--- src/rtl/rrhc_pkg.sv ---
package rrhc_pkg;

    // Parser modes, one per phase of a packet.
    typedef enum logic [2:0] {
        MODE_IDLE     = 3'd0,
        MODE_OTHER    = 3'd1,
        MODE_SWACK    = 3'd2,
        MODE_ACK      = 3'd3,
        MODE_READ_HDR = 3'd4,
        MODE_PAYLOAD  = 3'd5,
        MODE_DROP     = 3'd6
    } mode_t;

    // Result kinds as carried on m_tuser.
    typedef enum logic [2:0] {
        KIND_OTHER        = 3'd0,
        KIND_READ_PAYLOAD = 3'd1,
        KIND_READ_INFO    = 3'd2,
        KIND_ACK_INFO     = 3'd3,
        KIND_SWITCH_ACK   = 3'd4
    } kind_t;

    // Configuration register indexes.
    localparam logic [1:0] CFG_LOCAL_SWITCH_PORT = 2'd0;
    localparam logic [1:0] CFG_STORAGE_ADDRESS   = 2'd1;
    localparam logic [1:0] CFG_TRANSPORT_PORT    = 2'd2;

    // Transport opcodes recognized in the first header byte.
    localparam logic [7:0] OPC_READ_RESP_FIRST  = 8'd13;
    localparam logic [7:0] OPC_READ_RESP_MIDDLE = 8'd14;
    localparam logic [7:0] OPC_READ_RESP_LAST   = 8'd15;
    localparam logic [7:0] OPC_READ_RESP_ONLY   = 8'd16;
    localparam logic [7:0] OPC_ACK              = 8'd17;

    // Index of the final header byte for each header length.
    localparam logic [3:0] SWACK_LAST_POS     = 4'd4;
    localparam logic [3:0] FULL_HDR_LAST_POS  = 4'd15;
    localparam logic [3:0] SHORT_HDR_LAST_POS = 4'd11;

    // Sixteen header bytes, byte k is the k-th byte on the wire.
    typedef logic [15:0][7:0] hdr_bytes_t;

    // Control from the parser to the field decoder.
    typedef struct packed {
        logic  valid;
        kind_t kind;
        logic  first;
    } ctl_t;

    // One result transaction.
    typedef struct packed {
        kind_t        kind;
        logic [7:0]   out_byte;
        logic         out_last;
        logic [63:0]  meta_word;
        logic [4:0]   flag_bits;
        logic [1:0]   pad_count;
        logic [3:0]   hdr_version;
        logic [15:0]  partition;
        logic [23:0]  queue_number;
        logic [23:0]  psn;
        logic [7:0]   syndrome;
        logic [23:0]  msn;
    } res_t;

endpackage

--- src/rtl/roce_rx_header_classifier.sv ---
// Byte-serial receive classifier for remote memory traffic. Each packet byte
// is one transaction on the s_ channel; the first byte's metadata is compared
// with the configured storage address and ports, and the packet is passed
// through as "other" bytes, parsed as a software ack (5-byte header), a
// transport ack (16 bytes) or a read response (12 or 16 bytes) whose payload
// bytes then follow with a last mark. Header results appear once the final
// header byte arrives; bytes after an ack header are dropped. The block takes
// one byte per cycle: each byte goes combinationally through the parser and
// field decoder into one output register; s_tready is high while it is empty
// or being taken. Configuration is written through the always-ready cfg_
// channel; the user must write it only while no packet is open (not enforced).
module roce_rx_header_classifier (
    input  logic         aclk,
    input  logic         aresetn,
    // Configuration write channel.
    input  logic         cfg_valid,
    output logic         cfg_ready,
    input  logic [1:0]   cfg_index,
    input  logic [31:0]  cfg_data,
    // Input byte stream.
    input  logic         s_tvalid,
    output logic         s_tready,
    // s_tdata: data_byte[7:0], meta_id[23:8], meta_dest[39:24], meta_addr[71:40]
    input  logic [71:0]  s_tdata,
    input  logic         s_tlast,
    // Result stream.
    output logic         m_tvalid,
    input  logic         m_tready,
    // m_tdata: out_byte[7:0], meta_word[71:8], flag_bits[76:72],
    // pad_count[78:77], hdr_version[82:79], partition[98:83],
    // queue_number[122:99], psn[146:123], syndrome[154:147], msn[178:155],
    // zero fill[183:179]
    output logic [183:0] m_tdata,
    output logic         m_tlast,
    // m_tuser: kind[2:0]
    output logic [2:0]   m_tuser
);

    logic [15:0] lsp_reg;
    logic [31:0] storage_reg;
    logic [15:0] tport_reg;

    rrhc_pkg::mode_t      mode_reg, mode_next, idle_mode;
    logic [3:0]           pos_reg, pos_next, idx, last_pos;
    rrhc_pkg::hdr_bytes_t hdr_reg, hv;
    rrhc_pkg::ctl_t       ctl;
    rrhc_pkg::res_t       res, out_reg;
    logic                 out_valid_reg, out_valid_next;

    logic [7:0]  data_byte;
    logic [15:0] meta_id, meta_dest;
    logic [31:0] meta_addr;
    logic        s_fire, is_sw, is_tp, addr_ok, hdr_mode, hdr_done, read_opc;

    assign data_byte = s_tdata[7:0];
    assign meta_id   = s_tdata[23:8];
    assign meta_dest = s_tdata[39:24];
    assign meta_addr = s_tdata[71:40];

    assign s_tready = !out_valid_reg || m_tready;
    assign s_fire   = s_tvalid && s_tready;

    // Configuration registers.
    assign cfg_ready = 1'b1;
    always_ff @(posedge aclk) begin
        if (!aresetn) begin
            lsp_reg     <= '0;
            storage_reg <= '0;
            tport_reg   <= '0;
        end else if (cfg_valid && cfg_ready) begin
            case (cfg_index)
                rrhc_pkg::CFG_LOCAL_SWITCH_PORT: lsp_reg     <= cfg_data[15:0];
                rrhc_pkg::CFG_STORAGE_ADDRESS:   storage_reg <= cfg_data;
                rrhc_pkg::CFG_TRANSPORT_PORT:    tport_reg   <= cfg_data[15:0];
                default: ;
            endcase
        end
    end

    // Header view with the current byte placed at its position.
    assign idx = (mode_reg == rrhc_pkg::MODE_IDLE) ? 4'd0 : pos_reg;
    always_comb begin
        hv      = hdr_reg;
        hv[idx] = data_byte;
    end

    // Classification of a packet on its first byte.
    assign addr_ok  = (meta_addr == storage_reg);
    assign is_sw    = (meta_dest == lsp_reg);
    assign is_tp    = (meta_dest == tport_reg);
    assign read_opc = data_byte inside {rrhc_pkg::OPC_READ_RESP_FIRST,
                                        rrhc_pkg::OPC_READ_RESP_MIDDLE,
                                        rrhc_pkg::OPC_READ_RESP_LAST,
                                        rrhc_pkg::OPC_READ_RESP_ONLY};
    always_comb begin
        if (!addr_ok || (!is_sw && !is_tp)) begin
            idle_mode = rrhc_pkg::MODE_OTHER;
        end else if (is_sw) begin
            idle_mode = rrhc_pkg::MODE_SWACK;
        end else if (data_byte == rrhc_pkg::OPC_ACK) begin
            idle_mode = rrhc_pkg::MODE_ACK;
        end else if (read_opc) begin
            idle_mode = rrhc_pkg::MODE_READ_HDR;
        end else begin
            idle_mode = rrhc_pkg::MODE_OTHER;
        end
    end

    // Header completion: the byte at the final header position has arrived.
    always_comb begin
        case (mode_reg)
            rrhc_pkg::MODE_SWACK: last_pos = rrhc_pkg::SWACK_LAST_POS;
            rrhc_pkg::MODE_READ_HDR:
                last_pos = (hdr_reg[0] == rrhc_pkg::OPC_READ_RESP_MIDDLE) ?
                           rrhc_pkg::SHORT_HDR_LAST_POS : rrhc_pkg::FULL_HDR_LAST_POS;
            default: last_pos = rrhc_pkg::FULL_HDR_LAST_POS;
        endcase
    end
    assign hdr_mode = (mode_reg == rrhc_pkg::MODE_SWACK) ||
                      (mode_reg == rrhc_pkg::MODE_ACK)   ||
                      (mode_reg == rrhc_pkg::MODE_READ_HDR);
    assign hdr_done = hdr_mode && (pos_reg == last_pos);

    // Next-state logic of the parser.
    always_comb begin
        mode_next = mode_reg;
        pos_next  = pos_reg;
        case (mode_reg)
            rrhc_pkg::MODE_IDLE: begin
                pos_next  = 4'd1;
                mode_next = s_tlast ? rrhc_pkg::MODE_IDLE : idle_mode;
            end
            rrhc_pkg::MODE_SWACK, rrhc_pkg::MODE_ACK, rrhc_pkg::MODE_READ_HDR: begin
                pos_next = pos_reg + 4'd1;
                if (s_tlast) begin
                    mode_next = rrhc_pkg::MODE_IDLE;
                end else if (hdr_done) begin
                    mode_next = (mode_reg == rrhc_pkg::MODE_READ_HDR) ?
                                rrhc_pkg::MODE_PAYLOAD : rrhc_pkg::MODE_DROP;
                end
            end
            rrhc_pkg::MODE_OTHER, rrhc_pkg::MODE_PAYLOAD, rrhc_pkg::MODE_DROP: begin
                if (s_tlast) begin
                    mode_next = rrhc_pkg::MODE_IDLE;
                end
            end
            default: begin
                mode_next = s_tlast ? rrhc_pkg::MODE_IDLE : rrhc_pkg::MODE_DROP;
            end
        endcase
    end

    // Output control: which kind of result this byte produces, if any.
    always_comb begin
        ctl = '0;
        case (mode_reg)
            rrhc_pkg::MODE_IDLE: begin
                ctl.valid = (idle_mode == rrhc_pkg::MODE_OTHER);
                ctl.kind  = rrhc_pkg::KIND_OTHER;
                ctl.first = 1'b1;
            end
            rrhc_pkg::MODE_OTHER: begin
                ctl.valid = 1'b1;
                ctl.kind  = rrhc_pkg::KIND_OTHER;
            end
            rrhc_pkg::MODE_PAYLOAD: begin
                ctl.valid = 1'b1;
                ctl.kind  = rrhc_pkg::KIND_READ_PAYLOAD;
            end
            rrhc_pkg::MODE_SWACK: begin
                ctl.valid = hdr_done;
                ctl.kind  = rrhc_pkg::KIND_SWITCH_ACK;
            end
            rrhc_pkg::MODE_ACK: begin
                ctl.valid = hdr_done;
                ctl.kind  = rrhc_pkg::KIND_ACK_INFO;
            end
            rrhc_pkg::MODE_READ_HDR: begin
                ctl.valid = hdr_done;
                ctl.kind  = rrhc_pkg::KIND_READ_INFO;
            end
            default: begin
                ctl = '0;
            end
        endcase
    end

    rrhc_field_decode u_decode (
        .ctl       (ctl),
        .hv        (hv),
        .data_byte (data_byte),
        .byte_last (s_tlast),
        .meta_id   (meta_id),
        .meta_dest (meta_dest),
        .meta_addr (meta_addr),
        .res       (res)
    );

    // Output register occupancy.
    always_comb begin
        if (s_fire) begin
            out_valid_next = ctl.valid;
        end else if (m_tready) begin
            out_valid_next = 1'b0;
        end else begin
            out_valid_next = out_valid_reg;
        end
    end

    // Control state.
    always_ff @(posedge aclk) begin
        if (!aresetn) begin
            mode_reg      <= rrhc_pkg::MODE_IDLE;
            pos_reg       <= '0;
            out_valid_reg <= 1'b0;
        end else begin
            out_valid_reg <= out_valid_next;
            if (s_fire) begin
                mode_reg <= mode_next;
                pos_reg  <= pos_next;
            end
        end
    end

    // Header bytes and result payload.
    always_ff @(posedge aclk) begin
        if (s_fire) begin
            hdr_reg <= hv;
            out_reg <= res;
        end
    end

    assign m_tvalid = out_valid_reg;
    assign m_tlast  = out_reg.out_last;
    assign m_tuser  = out_reg.kind;
    assign m_tdata  = {5'd0, out_reg.msn, out_reg.syndrome, out_reg.psn,
                       out_reg.queue_number, out_reg.partition,
                       out_reg.hdr_version, out_reg.pad_count,
                       out_reg.flag_bits, out_reg.meta_word, out_reg.out_byte};

    // A byte in drop mode never loads a result.
    assert property (@(posedge aclk) disable iff (!aresetn)
        (s_fire && mode_reg == rrhc_pkg::MODE_DROP) |=> !out_valid_reg)
        else $error("dropped byte produced a result");

    // The last byte of a packet always returns the parser to idle.
    assert property (@(posedge aclk) disable iff (!aresetn)
        (s_fire && s_tlast) |=> (mode_reg == rrhc_pkg::MODE_IDLE))
        else $error("parser not idle after last byte");

    // A completed read header followed by more bytes leads into payload.
    assert property (@(posedge aclk) disable iff (!aresetn)
        (s_fire && hdr_done && !s_tlast && mode_reg == rrhc_pkg::MODE_READ_HDR)
        |=> (mode_reg == rrhc_pkg::MODE_PAYLOAD && out_valid_reg &&
             out_reg.kind == rrhc_pkg::KIND_READ_INFO))
        else $error("read header did not lead into payload");

endmodule

--- src/rtl/rrhc_field_decode.sv ---
module rrhc_field_decode (
    input  rrhc_pkg::ctl_t       ctl,
    input  rrhc_pkg::hdr_bytes_t hv,
    input  logic [7:0]           data_byte,
    input  logic                 byte_last,
    input  logic [15:0]          meta_id,
    input  logic [15:0]          meta_dest,
    input  logic [31:0]          meta_addr,
    output rrhc_pkg::res_t       res
);

    logic [7:0] opc;
    logic       aeth;

    assign opc  = hv[0];
    assign aeth = (ctl.kind == rrhc_pkg::KIND_ACK_INFO) ||
                  (opc != rrhc_pkg::OPC_READ_RESP_MIDDLE);

    // Field extraction for the kind chosen by the parser.
    always_comb begin
        res      = '0;
        res.kind = ctl.kind;
        case (ctl.kind)
            rrhc_pkg::KIND_OTHER, rrhc_pkg::KIND_READ_PAYLOAD: begin
                res.out_byte = data_byte;
                res.out_last = byte_last;
                if (ctl.first) begin
                    res.meta_word    = {meta_id, meta_dest, meta_addr};
                    res.flag_bits[0] = 1'b1;
                end
            end
            rrhc_pkg::KIND_SWITCH_ACK: begin
                res.flag_bits    = {3'b000, hv[1][4], hv[0][2]};
                res.queue_number = {hv[2], hv[3], hv[4]};
                res.syndrome     = {3'b000, hv[0][1:0], hv[1][7:5]};
            end
            rrhc_pkg::KIND_READ_INFO, rrhc_pkg::KIND_ACK_INFO: begin
                res.flag_bits[0] = hv[1][7];
                res.flag_bits[1] = hv[1][6];
                res.flag_bits[2] = hv[8][7];
                res.pad_count    = hv[1][5:4];
                res.hdr_version  = hv[1][3:0];
                res.partition    = {hv[2], hv[3]};
                res.queue_number = {hv[5], hv[6], hv[7]};
                res.psn          = {hv[9], hv[10], hv[11]};
                if (aeth) begin
                    res.syndrome = hv[12];
                    res.msn      = {hv[13], hv[14], hv[15]};
                end
                // Read responses mark the first and last segment of a message.
                if (ctl.kind == rrhc_pkg::KIND_READ_INFO) begin
                    res.flag_bits[3] = opc inside {rrhc_pkg::OPC_READ_RESP_FIRST,
                                                   rrhc_pkg::OPC_READ_RESP_ONLY};
                    res.flag_bits[4] = opc inside {rrhc_pkg::OPC_READ_RESP_LAST,
                                                   rrhc_pkg::OPC_READ_RESP_ONLY};
                end
            end
            default: begin
                res = '0;
            end
        endcase
    end

endmodule
--- config.mk ---
export PLATFORM = sky130hd
export DESIGN_NAME = roce_rx_header_classifier
export DESIGN_NICKNAME = d
export VERILOG_FILES = /design/src/rtl/rrhc_pkg.sv /design/src/rtl/roce_rx_header_classifier.sv /design/src/rtl/rrhc_field_decode.sv
export SDC_FILE = /design/constraint.sdc
export NUM_CORES = 1
export LEC_CHECK = 0
export ABC_AREA = 1
export CORE_ASPECT_RATIO = 0.7
export CORE_MARGIN = 8
export CORE_UTILIZATION = 50
export DETAILED_ROUTE_END_ITERATION = 10
export DONT_BUFFER_PORTS = 1
export PLACE_DENSITY = 0.65
export SLEW_MARGIN = 10
export SYNTH_ARGS = -nofsm -noshare
export SYNTH_HDL_FRONTEND = slang
export SYNTH_SLANG_ARGS = --single-unit
--- constraint.sdc ---
create_clock -name aclk -period 15.6 [get_ports aclk]
set_input_delay 2.34 -clock aclk [delete_from_list [all_inputs] [get_ports aclk]]
set_output_delay 2.34 -clock aclk [all_outputs]
set_load 0.03 [all_outputs]
* After elaboration in Yosys (flattened, before gate mapping)
Index checks and enable logic that the tools add are counted.
** Word-level totals
- Register bits :: 383
- Output and inout port bits :: 191
- Word-level logic and storage cells :: 128
** Operators by class
- $add $sub $neg :: 1
- $lt $le $gt $ge :: 2
- Equality and inequality tests :: 29
- Muxes and demuxes :: 29
- Reduce and logical (&&, ||, !) cells :: 33
** Operators by type and width (number)
- $bwmux W128 :: 1
- $eq A8 B4 Y1 const B :: 6
- $pmux W24 S2 :: 1
- $demux W8 S4 :: 1
- $eq A16 B16 Y1 :: 2
- $eq A32 B32 Y1 :: 1
- $mux W32 :: 1
- $mux W3 :: 10
- $eq A8 B5 Y1 const B :: 3
- $pmux W4 S2 :: 3
- $pmux W4 S6 :: 1
- $pmux W8 S2 :: 1
- $eq A3 B2 Y1 const B :: 4
- $eq A3 B3 Y1 const B :: 4
- $reduce_and A2 Y1 :: 6
- $eq A3 B1 Y1 const B :: 3
- $pmux W3 S3 :: 1
- $mux W8 :: 1
- $ne A8 B4 Y1 const B :: 1
- $reduce_bool A2 Y1 :: 4
- $logic_not A3 Y1 :: 2
- $reduce_or A3 Y1 :: 2
- $logic_or A1 B1 Y1 :: 5
- $lt A4 B5 Y1 const B :: 1
- other kinds (18) :: 29

* Longest topological paths before layout
- Depth after elaboration :: 12
- Gate-level depth with buffers :: 13
- Mapped depth without buffers :: 13

* Cells and area by module
Synthesis repeated with hierarchy kept, for this count alone.
** Second synthesis, totals
- Cell total of the unflattened synthesis :: 1774
- Area, all modules :: 16706.0 sq um
** Modules (own cells, without submodules)
- roce_rx_header_classifier :: times used 1, cells each 1317, area each 14863.0 sq um, seq. area each 10780.3 sq um
- rrhc_field_decode :: times used 1, cells each 457, area each 1843.0 sq um, seq. area each 0.0 sq um

* Worst setup path after synthesis
No wires, ideal clock.
- Path kind :: input port to flip-flop
- From :: input m_tready
- To :: register pos_reg[3]
- Setup time :: 0.078 ns
- Arrival time :: 9.925 ns
- Required time :: 15.522 ns
- Setup slack :: 5.597 ns
- Cell stages on the path :: 8
- Path buffers :: 0
- Cells stage by stage :: inv_1 > nand2_1 > nand2_1 > inv_1 > nand2_1 > inv_1 > a21oi_1 > nor3_1
** On the way
- Longest elaborated chain between the ends :: 3
** RTL lines
- start, declared :: RTL line roce_rx_header_classifier.sv:28 : input logic m_tready,
- $logic_or A1 B1 Y1 :: RTL line roce_rx_header_classifier.sv:60 : assign s_tready = !out_valid_reg || m_tready;
- net s_tready :: RTL line roce_rx_header_classifier.sv:22 : output logic s_tready,
- $logic_and A1 B1 Y1 :: RTL line roce_rx_header_classifier.sv:61 : assign s_fire = s_tvalid && s_tready;
- net s_fire :: RTL line roce_rx_header_classifier.sv:53 : logic s_fire, is_sw, is_tp, addr_ok, hdr_mode, hdr_done, read_opc;
- $reduce_and A2 Y1 (no source line)
- end signal, assigned :: RTL line roce_rx_header_classifier.sv:220 : pos_reg <= pos_next;
- end, declared :: RTL line roce_rx_header_classifier.sv:44 : logic [3:0] pos_reg, pos_next, idx, last_pos;
The timed path passes the listed nets, and every way through them passes these cells.
A chain may end at the register's enable or synchronous reset.

* Final worst setup path
Same ends and word-level chain as after synthesis.

==> flow_summary_export.csv <==
group,metric,value,unit
run_status,status,"completed",
worst_setup_path,required,16.05,ns
sta,setup_viol,0,
synth,synth.distinct_cells,35,
worst_hold_path,whs_path_depth,2,
worst_hold_path,holdPathEnd,"tport_reg[3]",
floorplan,die_y,167.0,um
synth,synth_area_per_cell,9.682,um2
floorplan,std_cell_rows,55,
cells_and_area,drive_gt1_share,6.398,%
worst_setup_path,startpoint_type,"input pin",
route,num_vias,11034,
placement,gp_congestion,0.8413,
placement,portBuffers,0,
cells_and_area,area_growth,8.923,%
cells_and_area,n_antenna_cell,0,
synth,synth-edff-count,304,
synth,synthCells,1683,
grt,grt_max_degree,150,
cells_and_area,largest_reg_flops,179,
synth,ys_ff_latch,376,
synth,async_flop_share,0,%
route,ant_nets,0,
clock_tree,cts_tree,"yes",
synth,synth_area,16290,um2
worst_setup_path,cp_slowest_cell,"buf_4",
power_and_ir_drop,peakVddDrop,0.00008699,V
clock_tree,cts_made_buffers,37,
clock_tree,clkTransAtPathRegs,0.07,ns
placement,dp_hpwl,27660,um
worst_setup_path,crit_buf_inv,4,
sta,fmax,0.1986,GHz
cells_and_area,final_cells,2115,
flow_run,maxCapViolations,0,
worst_setup_path,startpoint,"m_tready",
cells_and_area,fin_util,55.11,%
worst_setup_path,reg2regPathDepth,8,
sta,finalCritPeriodShare,32.27,%
worst_setup_path,regToRegEndpoint,"pos_reg[3]",
worst_setup_path,ff2ff_setup_slack,11.91,ns
worst_setup_path,endpoint_kind,"flop",
sta,rsz0062_at_grt,"false",
sta,slew_viol_final,0,
worst_setup_path,path_cells,"inv_1 -> nand2_1 -> nand2_1 -> inv_8 -> buf_4 -> nand2_1 -> inv_1 -> a21oi_1 -> nor3_1",
synth,netlist_top_cells_count,"nand2_1 (340), edfxtp_1 (304), inv_1 (285)",
worst_setup_path,arrival,5.48,ns
route,wl_per_cell,19.30,um
worst_setup_path,slowest_delay,0.92,ns
sta,slew_headroom,16.27,%
grt,overflow,0,
clock_tree,root_buffer,"clkbuf_16",
placement,place_inst,2047,
worst_hold_path,worstHoldPathType,"reg -> reg",
worst_setup_path,r2r-start,"m_tvalid",
sta,skew,0.01614,ns
clock_tree,clk_latency,0.53,ns
clock_tree,htreeDepth,2,
synth,ys.flop_type,"edfxtp_1",
floorplan,coreArea,32210,um2
clock_tree,cts_sinks,376,
worst_setup_path,cp_top_family,"buffers and inverters",
grt,first_global_vias,10241,
clock_tree,post_cts_resized,0,
sta,setup_tns,0,ns
synth,ys_warn_count,0,
power_and_ir_drop,powerDensity,139.5,nW/um2
synth,netlist_top_cells_area,"edfxtp_1 (56%), dfxtp_1 (8.8%), nand2_1 (7.8%)",
worst_hold_path,hold_start,"tport_reg[3]",
route,remaining_drc_errors,0,
grt,grt_pass1_wl,61930,um
synth,yosysTopAreaCell,"edfxtp_1",
clock_tree,postCtsSetupRepairBufs,0,
sta,hold_violations,0,
grt,grt.total_usage,20.40,%
worst_setup_path,path_max_fanout,149,
cells_and_area,n_fill_cell,2842,
synth,synth.most_common_cell,"nand2_1",
synth,seq_area_frac_synth,64.87,%
floorplan,io-pin-count,303,
worst_setup_path,path_class,"in -> reg",
route,drt_iter0_drc,1036,
floorplan,die_w,231.8,um
route,first_pass_iters,5,
route,vias_per_cell,5.217,
power_and_ir_drop,p_leak,7.494,nW
synth,synth_top_area_share,56.02,%
clock_tree,cts-hold-fix-buffers,0,
grt,antenna_found_initial,1,
clock_tree,clock_path_buffers,3,
floorplan,die_area,38710,um2
floorplan,start_util,50.59,%
sta,worstMarginPinSlew,1.255,ns
worst_setup_path,path_common_cell,"nand2_1",
sta,period_minus_slack,5.034,ns
route,routed_wl,40820,um
cells_and_area,final_nets,1772,
==> cell type report <==
class	count	area, um2	share of cell area [%]
clock buffer	50	1047	5.901
tap	427	534.3	3.010
multi-input combinational	951	4347	24.49
sequential	376	10570	59.56
timing repair buffer	7	52.55	0.2961
inverter	286	1081	6.091
clock inverter	18	116.4	0.6556
==> worst register-to-register path, stage by stage, from the launching register on <==
cell and delay [ns]:
dfxtp_1 0.41, nand2_1 0.33, nand2_1 0.26, inv_8 0.78, buf_4 1.04, nand2_1 0.30, inv_1 0.21, a21oi_1 0.09
nor3_1 0.18
==> metrics by stage <==
stage	setup WS, ns	power (mW)	hold slack [ns]	cell area [um2]
final	10.57	2.476	0.4634	17750
after global routing	10.25	2.574	0.4740	17750
after CTS	10.59	2.504	0.4621	17750
after detailed placement	10.03	1.631	0.4524	16580
after global placement	10.12	1.623	0.4462	16580
after floorplan	5.597	1.568	0.4355	16310
==> placed cells by master, fill, tap and decap left out, types with 3 or more instances in the layout <==
cell type | netlist | layout
nand2_1 | 340 | 340
clkinv_2 | 0 | 8
clkbuf_8 | 0 | 3
o21ai_1 | 5 | 5
clkinv_1 | 0 | 6
o21ai_0 | 179 | 179
or2_2 | 31 | 31
a211oi_1 | 28 | 28
nor3_1 | 8 | 8
a22o_1 | 8 | 8
dfxtp_1 | 72 | 72
buf_4 | 6 | 7
edfxtp_1 | 304 | 304
a21oi_1 | 96 | 96
clkbuf_1 | 53 | 8
xor2_1 | 7 | 7
inv_1 | 285 | 284
o211ai_1 | 3 | 3
nor2_1 | 197 | 196
clkbuf_16 | 0 | 39
nand2_4 | 4 | 4
conb_1 | 2 | 6
nand3_1 | 21 | 20
nand4_1 | 5 | 5
==> where the power goes <==
| part | leakage (nW) | switching [mW] | total [mW] | internal (mW) |
|---|---|---|---|---|
| logic | 3.30 | 0.171 | 0.234 | 0.0637 |
| registers | 3.62 | 0.159 | 1.37 | 1.22 |
| clock network | 0.580 | 0.378 | 0.868 | 0.490 |
==> kinds of logic (layout without fill, tap and decap cells) <==
| family | after synthesis | after routing | share of synthesized area [%] |
|---|---|---|---|
| AO/OA/AOI/OAI | 323 | 323 | 10.64 |
| XOR/XNOR | 7 | 7 | 0.3763 |
| adder cells (fa/ha/maj) | 1 | 1 | 0.07677 |
| buffers and inverters | 360 | 361 | 8.623 |
| flip-flops | 376 | 376 | 64.87 |
| other | 2 | 6 | 0.04609 |
| AND/OR/NAND/NOR | 614 | 614 | 15.37 |
==> layer usage <==
layer	up-vias	routed length, um	GRT usage (%)
li1	5425	-	-
met4	2	702	4.725
met2	363	17870	30.16
met3	53	3388	5.653
met1	5191	18850	29.50
met5	-	9	0
==> worst max path at each step <==
stage,slack [ns],cells after the start,endpoint
final,10.57,9,pos_reg[3]
after global routing,10.25,9,pos_reg[3]
after CTS,10.59,9,pos_reg[3]
after detailed placement,10.03,9,pos_reg[3]
after global placement,10.12,10,pos_reg[2]
after floorplan,5.60,8,pos_reg[3]
No activity file was read; power rests on OpenSTA's default activity.
